--- src/rtl/brm_pkg.sv ---
`default_nettype none
// ----------------------------------------------------------------------------
// brm_pkg: shared types and constants for the box region mask block
// Command codes, frame geometry, the box entry and the query token that
// walks the cell chain.
// ----------------------------------------------------------------------------
package brm_pkg;

    localparam int MAX_BOXES_DEF = 16;
    localparam int COORD_BITS    = 12;
    localparam int OBJ_W         = 4;

    localparam logic [1:0] CMD_CLEAR    = 2'd0;
    localparam logic [1:0] CMD_APPEND   = 2'd1;
    localparam logic [1:0] CMD_PIXEL    = 2'd2;
    localparam logic [1:0] CMD_KEYPOINT = 2'd3;

    localparam logic KIND_PIXEL    = 1'b0;
    localparam logic KIND_KEYPOINT = 1'b1;

    typedef struct packed {
        logic signed [12:0] left;
        logic signed [12:0] top;
        logic [11:0]        span_x;
        logic [11:0]        span_y;
    } t_box;

    typedef struct packed {
        logic             valid;
        logic             kind;
        logic [11:0]      col;
        logic [11:0]      row;
        logic [7:0]       value;
        logic [15:0]      px;
        logic [15:0]      py;
        logic [15:0]      number;
        logic             hit;
        logic [OBJ_W-1:0] obj;
    } t_tok;

endpackage
`default_nettype wire

--- src/rtl/brm_cell.sv ---
`default_nettype none
// ----------------------------------------------------------------------------
// brm_cell: one box slot of the chain
// Holds one box and its valid flag, tests the passing token against it and
// hands the token to the next cell through its output register.
// ----------------------------------------------------------------------------
module brm_cell
    import brm_pkg::*;
#(
    parameter int INDEX = 0
) (
    input  wire logic i_clk,
    input  wire logic i_rst_n,
    input  wire logic i_clear,
    input  wire logic i_wr_en,
    input  wire t_box i_box,
    input  wire t_tok i_tok,
    output t_tok      o_tok
);

    localparam logic [14:0]      FRAME   = 15'(1 << COORD_BITS);
    localparam logic [OBJ_W-1:0] OBJ_NUM = OBJ_W'(INDEX % (1 << OBJ_W));

    logic r_valid;
    t_box r_box;
    t_tok r_tok;
    t_tok n_tok;

    logic signed [14:0] x_lo, x_hi, y_lo, y_hi, col_s, row_s;
    logic signed [19:0] kx_lo, kx_hi, ky_lo, ky_hi, px_s, py_s;
    logic               pix_in, pt_in, match;

    always_comb begin
        x_lo  = {{2{r_box.left[12]}}, r_box.left};
        y_lo  = {{2{r_box.top[12]}}, r_box.top};
        x_hi  = x_lo + $signed({3'b000, r_box.span_x});
        y_hi  = y_lo + $signed({3'b000, r_box.span_y});
        col_s = $signed({3'b000, i_tok.col});
        row_s = $signed({3'b000, i_tok.row});
        // clamping the low edge at zero is implied: the pixel is never negative
        pix_in = (col_s >= x_lo) && (col_s < x_hi) && ({3'b000, i_tok.col} < FRAME)
              && (row_s >= y_lo) && (row_s < y_hi) && ({3'b000, i_tok.row} < FRAME);
        kx_lo = {{3{r_box.left[12]}}, r_box.left, 4'b0000};
        ky_lo = {{3{r_box.top[12]}}, r_box.top, 4'b0000};
        kx_hi = {x_hi[14], x_hi, 4'b0000};
        ky_hi = {y_hi[14], y_hi, 4'b0000};
        px_s  = $signed({4'b0000, i_tok.px});
        py_s  = $signed({4'b0000, i_tok.py});
        pt_in = (px_s >= kx_lo) && (px_s <= kx_hi) && (py_s >= ky_lo) && (py_s <= ky_hi);
        match = r_valid && !i_tok.hit
             && ((i_tok.kind == KIND_KEYPOINT) ? pt_in : pix_in);

        n_tok = i_tok;
        if (match) begin
            n_tok.hit = 1'b1;
            n_tok.obj = OBJ_NUM;
        end
    end

    always_ff @(posedge i_clk) begin
        if (!i_rst_n) begin
            r_valid <= 1'b0;
        end else begin
            if (i_clear) begin
                r_valid <= 1'b0;
            end else if (i_wr_en) begin
                r_valid <= 1'b1;
            end
        end
    end

    always_ff @(posedge i_clk) begin
        if (i_wr_en) begin
            r_box <= i_box;
        end
        if (!i_rst_n) begin
            r_tok.valid <= 1'b0;
        end else begin
            r_tok.valid <= n_tok.valid;
        end
        r_tok.kind   <= n_tok.kind;
        r_tok.col    <= n_tok.col;
        r_tok.row    <= n_tok.row;
        r_tok.value  <= n_tok.value;
        r_tok.px     <= n_tok.px;
        r_tok.py     <= n_tok.py;
        r_tok.number <= n_tok.number;
        r_tok.hit    <= n_tok.hit;
        r_tok.obj    <= n_tok.obj;
    end

    assign o_tok = r_tok;

endmodule
`default_nettype wire

--- src/rtl/box_region_mask_and_assign_top.sv ---
`default_nettype none
// ----------------------------------------------------------------------------
// box_region_mask_and_assign_top: box table with pixel mask and keypoint
// assignment
// Keeps up to MAX_BOXES boxes; masks pixels by the boxes and assigns
// keypoints to the first containing box.
// ----------------------------------------------------------------------------
// Usage: issue a command by raising start while busy is low; the transfer
// happens on that clock edge. Clear and append take effect at once, give no
// result and never raise busy, so they can be issued every cycle. A pixel or
// keypoint query raises busy and walks the chain of MAX_BOXES box cells, one
// cell per cycle; its single result appears on the o_ ports with o_strobe
// high for exactly one cycle once the token leaves the last cell, and busy
// drops in that same cycle so the next command can follow at once. How long
// a query holds busy is set by the length of the cell chain. The receiver
// cannot stall: capture the result while o_strobe is high. Pixels use
// half-open box bounds clipped to the frame (2^COORD_BITS square) and pass
// unchanged when the table is empty; keypoints are in 1/16 pixel with
// inclusive, unclipped bounds.
// ----------------------------------------------------------------------------
module box_region_mask_and_assign_top
    import brm_pkg::*;
#(
    parameter int MAX_BOXES = MAX_BOXES_DEF
) (
    input  wire logic               i_clk,
    input  wire logic               i_rst_n,
    input  wire logic               start,
    output logic                    busy,
    input  wire logic [1:0]         i_command,
    input  wire logic signed [12:0] i_box_left,
    input  wire logic signed [12:0] i_box_top,
    input  wire logic [11:0]        i_box_span_x,
    input  wire logic [11:0]        i_box_span_y,
    input  wire logic [11:0]        i_pixel_column,
    input  wire logic [11:0]        i_pixel_row,
    input  wire logic [7:0]         i_pixel_value,
    input  wire logic [15:0]        i_point_x,
    input  wire logic [15:0]        i_point_y,
    input  wire logic [15:0]        i_point_number,
    output logic                    o_strobe,
    output logic                    o_result_kind,
    output logic [7:0]              o_pixel_out,
    output logic                    o_point_hit,
    output logic [OBJ_W-1:0]        o_object_number,
    output logic [15:0]             o_point_number_out
);

    localparam int CNT_W = $clog2(MAX_BOXES + 1);

    logic             accept, is_query, do_clear, do_append;
    logic [CNT_W-1:0] r_count, n_count;
    logic             r_busy, n_busy;
    t_tok             r_tok, n_tok;
    t_box             new_box;
    t_tok             w_tok [0:MAX_BOXES];
    t_tok             last;

    assign accept    = start && !r_busy;
    assign is_query  = (i_command == CMD_PIXEL) || (i_command == CMD_KEYPOINT);
    assign do_clear  = accept && (i_command == CMD_CLEAR);
    // drop an append to a full table
    assign do_append = accept && (i_command == CMD_APPEND)
                    && (r_count < CNT_W'(MAX_BOXES));

    assign new_box.left   = i_box_left;
    assign new_box.top    = i_box_top;
    assign new_box.span_x = i_box_span_x;
    assign new_box.span_y = i_box_span_y;

    always_comb begin
        n_count = r_count;
        if (do_clear) begin
            n_count = '0;
        end else if (do_append) begin
            n_count = r_count + CNT_W'(1);
        end

        // hold busy from the query transfer until the last cell loads
        n_busy = r_busy;
        if (accept && is_query) begin
            n_busy = 1'b1;
        end else if (w_tok[MAX_BOXES-1].valid) begin
            n_busy = 1'b0;
        end

        // seed the token: an empty table keeps every pixel
        n_tok.valid  = accept && is_query;
        n_tok.kind   = (i_command == CMD_KEYPOINT) ? KIND_KEYPOINT : KIND_PIXEL;
        n_tok.col    = i_pixel_column;
        n_tok.row    = i_pixel_row;
        n_tok.value  = i_pixel_value;
        n_tok.px     = i_point_x;
        n_tok.py     = i_point_y;
        n_tok.number = i_point_number;
        n_tok.hit    = (i_command == CMD_PIXEL) && (r_count == '0);
        n_tok.obj    = '0;
    end

    always_ff @(posedge i_clk) begin
        if (!i_rst_n) begin
            r_count <= '0;
            r_busy  <= 1'b0;
        end else begin
            r_count <= n_count;
            r_busy  <= n_busy;
        end
    end

    always_ff @(posedge i_clk) begin
        if (!i_rst_n) begin
            r_tok.valid <= 1'b0;
        end else begin
            r_tok.valid <= n_tok.valid;
        end
        r_tok.kind   <= n_tok.kind;
        r_tok.col    <= n_tok.col;
        r_tok.row    <= n_tok.row;
        r_tok.value  <= n_tok.value;
        r_tok.px     <= n_tok.px;
        r_tok.py     <= n_tok.py;
        r_tok.number <= n_tok.number;
        r_tok.hit    <= n_tok.hit;
        r_tok.obj    <= n_tok.obj;
    end

    assign w_tok[0] = r_tok;

    // advance the token one cell per cycle; the first containing box wins
    for (genvar k = 0; k < MAX_BOXES; k++) begin : g_cell
        brm_cell #(
            .INDEX(k)
        ) u_cell (
            .i_clk  (i_clk),
            .i_rst_n(i_rst_n),
            .i_clear(do_clear),
            .i_wr_en(do_append && (r_count == CNT_W'(k))),
            .i_box  (new_box),
            .i_tok  (w_tok[k]),
            .o_tok  (w_tok[k+1])
        );
    end

    assign last = w_tok[MAX_BOXES];

    // zero the fields that do not belong to the result kind, and the pixel and object number on a miss
    assign busy               = r_busy;
    assign o_strobe           = last.valid;
    assign o_result_kind      = last.kind;
    assign o_pixel_out        = (last.kind == KIND_PIXEL && last.hit) ? last.value : 8'd0;
    assign o_point_hit        = (last.kind == KIND_KEYPOINT) && last.hit;
    assign o_object_number    = (last.kind == KIND_KEYPOINT && last.hit) ? last.obj : '0;
    assign o_point_number_out = (last.kind == KIND_KEYPOINT) ? last.number : 16'd0;

endmodule
`default_nettype wire

--- config.mk ---
export PLATFORM = sky130hd
export DESIGN_NAME = box_region_mask_and_assign_top
export DESIGN_NICKNAME = d
export VERILOG_FILES = /design/src/rtl/brm_pkg.sv /design/src/rtl/brm_cell.sv /design/src/rtl/box_region_mask_and_assign_top.sv
export SDC_FILE = /design/constraint.sdc
export NUM_CORES = 2
export LEC_CHECK = 0
export ABC_AREA = 1
export BUFFER_PORTS_ARGS = -buffer_cell sky130_fd_sc_hd__buf_4
export CAP_MARGIN = 20
export CORE_MARGIN = 2
export CORE_UTILIZATION = 49
export CTS_BUF_LIST = sky130_fd_sc_hd__clkbuf_8
export DETAILED_ROUTE_END_ITERATION = 16
export PLACE_DENSITY = 0.63
export SYNTH_ARGS = -nofsm -noshare
export SYNTH_HDL_FRONTEND = slang
export SYNTH_SLANG_ARGS = --single-unit
--- constraint.sdc ---
create_clock -name i_clk -period 5.3 [get_ports i_clk]
set_clock_uncertainty 0.2 [all_clocks]
set_input_delay 1.06 -clock i_clk [delete_from_list [all_inputs] [get_ports i_clk]]
set_output_delay 1.06 -clock i_clk [all_outputs]
set_load 0.02 [all_outputs]
==> out/qor.csv <==
metric,value,unit
Die W,477,microns
Routed wire per std cell,22.4,microns
Comb power frac,5.8,%
vias in the first global route,82300,
CTS Buffer Depth,4,
Clock Power Share,43.2,%
Yosys warnings,0,
area delta synth->final,12.8,%
minimum clock period,4230,ps
Final GP Congestion,0.993,
WP data required,6090,ps
Critical Path Max Stage Delay,420,ps
dpl cells,14300,
Slew HR,28.4,%
Boundary Pins,167,
DR iter-0 viols,7394,
Worst path top cell family by delay,simple AND/OR/NAND/NOR gates,
Pleak,0.0566,uW
Initial Utilization,49.3,%
critical path arrival,5020,ps
# rows,173,
share of layout cells above drive strength 1,7.77,%
number of synthesized register bits,2226,
gr usage total,29.0,%
Post-Syn Instances,11100,
status,finished clean,
critical-path cell list,"ha_1, nand3_1, nand3_1, a21oi_1, o21ai_1, a31oi_1, o21ai_0, xnor2_1, ha_1, nand2_1, nor2_1, a211oi_1, nand2_1, nand3_1, nand2_1, nand2_1, nand2_1, nor2_1, nand3_1, a21oi_1, nand2_1, inv_1",
Internal,28200,uW
ys async rst share,0,%
Power Dens Cells,299,mW/mm^2
full die area,0.227,sq mm
Worst Max-Slew Pin Slew,1070,ps
IO buf count,166,
fmax,0.236,GHz
Syn Area/Cell,9.86,sq um
worst-skew pair later-pin latency,1090,ps
Vias per Instance,5.53,
Synth top area share,26.1,%
VDD IR max,301,uV
final WL,337000,microns
"Primary FF master, synth",dfxtp_1,
Commonest cells post-synth,"nand2_1, ha_1, dfxtp_1",
Area after DPL,0.115,sq mm
setup TNS,0,ps
CP Max Fanout,4,
Max Slew Vio Count,0,
leading area contributor after synthesis,dfxtp_1,
"Seq/Total Area, Yosys",48.0,%
final hold vios,0,
CP endpoint kind,flip-flop,
Hold Crit Class,flip-flop to flip-flop,
antenna violations before repair,48,
crit share post-route,79.8,%
Switch Pwr,8840,uW
most frequent CP cell,nand2_1,
Final Instance Area,0.124,sq mm
CP max stage cell,edfxtp_1,
Worst setup SP type,flip-flop,
Die Y,477,microns
Synth cell types,59,
number of buffers created by CTS,371,
final setup vio count,0,
Synth Net Count,13100,
RSZ-0062 raised after global routing,false,
"EDFF count, synth",800,
Root Buffer,clkbuf_8,
vias post-DR,83000,
Mapped Area,0.110,sq mm
ranking of synthesized cells by area,"dfxtp_1, edfxtp_1, ha_1",
crit path kind,flip-flop to flip-flop,
core area,0.222,sq mm
"count leader, synth",nand2_1,
Sequential Power Share,51.0,%
Worst-path clk slew,60,ps
post-DP HPWL,255000,microns
largest net degree at the start of global routing,52,
switch share,23.9,%
Final Non-Filler Cells,15000,
first-pass GRT wire length,497000,microns
Util after Layout,55.6,%
max cap viols,0,
Final ANT Viol Nets,0,
DRT Pass-1 Iters,9,
FF-to-FF setup slack,1070,ps
clock sinks,2226,
detailed-route DRC error count,0,
Final Net Count,13700,
CTS tree,built,
"Remaining Overflow, GRT",0,
CTS H-tree lvls,5,
Worst Path Buf+Inv,1,
[layer usage]
layer	global-route usage (%)	wire length [microns]
met1	37.2	140000
met2	48.6	158000
met3	3.78	21900
met4	13.6	16500
met5	0	20
[worst paths after layout]
check | from | endpoint | cells after the start
hold / removal | g_cell[11].u_cell.o_tok[9] | g_cell[12].u_cell.o_tok[9] | 0
setup / recovery | g_cell[1].u_cell.ky_lo[6] | g_cell[1].u_cell.o_tok[0] | 22
setup reg to reg | g_cell[1].u_cell.ky_lo[6] | g_cell[1].u_cell.o_tok[0] | 22
hold reg to reg | g_cell[11].u_cell.o_tok[9] | g_cell[12].u_cell.o_tok[9] | 0
[logic make-up (layout without fill, tap and decap cells)]
kind of cell,count (synthesis),in the layout,synth area share (%)
AND/OR/NAND/NOR,3731,3731,15.0
flip-flops,2226,2226,48.0
adder cells (fa/ha/maj),1830,1830,21.1
AO/OA/AOI/OAI,1752,1752,9.17
buffers and inverters,1277,2196,4.38
XOR/XNOR,290,290,2.35
other,0,22,0
[sequential cells by signal, summed over array words and instances (netlist names)]
signal                 count
r_count                    5
g_cell.u_cell.kx_lo      208
g_cell.u_cell.o_tok     1321
g_cell.u_cell.r_valid     16
r_tok                     83
busy                       1
g_cell.u_cell.ky_lo      208
g_cell.u_cell.r_box      384
[cell type report]
cell class / instances / area, sq um
Antenna cell: 22 / 55.1
Clock buffer: 450 / 6190
Clock inverter: 217 / 1730
Fill cell: 19500 / 98800
Inverter: 1257 / 4720
Multi-Input combinational cell: 7603 / 52300
Sequential cell: 2226 / 52600
Tap cell: 2975 / 3720
Timing Repair Buffer: 272 / 2310
[power groups by stage]
stage | Sequential, uW | Clock [uW] | Combinational, uW
global route | 18900 | 17100 | 2410
finish | 18900 | 16000 | 2160
CTS | 18800 | 16300 | 2140
detailed placement | 19200 | 0 | 2080
global placement | 19200 | 0 | 2020
floorplan | 18900 | 0 | 1220
[metrics by stage]
stage,hold WS (ps),power (uW),setup slack (ps)
after floorplan,110,20100,539
after global placement,109,21200,1180
after detailed placement,112,21300,1140
after CTS,17.9,37300,1120
after global routing,41.5,38400,747
final,75.8,37000,1070
[what timing repair did]
item,4_1_cts,5_1_grt
gates resized for setup,0,0
buffers inserted,0,0
hold buffers,81,0
endpoints found under the hold margin,81,0
[cell usage in the layout, fill, tap and decap left out, drive strengths merged, types with 43 or more instances in the layout]
cell type    netlist  routed
a21o              43      43
a211oi            52      52
ha              1797    1797
xnor2            114     114
a21boi            60      60
nor2             637     637
nor4              87      87
edfxtp           800     800
nand4            314     314
nand3            484     484
clkbuf            14     450
o21ai            417     417
nor3             166     166
dfxtp           1426    1426
o211ai            48      48
a21oi            904     904
xor2             176     176
a31oi             59      59
inv             1251    1346
nand2           1962    1962
dlygate4sd3        0      81
buf                6     191
o21bai            47      47
clkinv             6      89
Note: power is estimated with default switching activity, not from simulation.
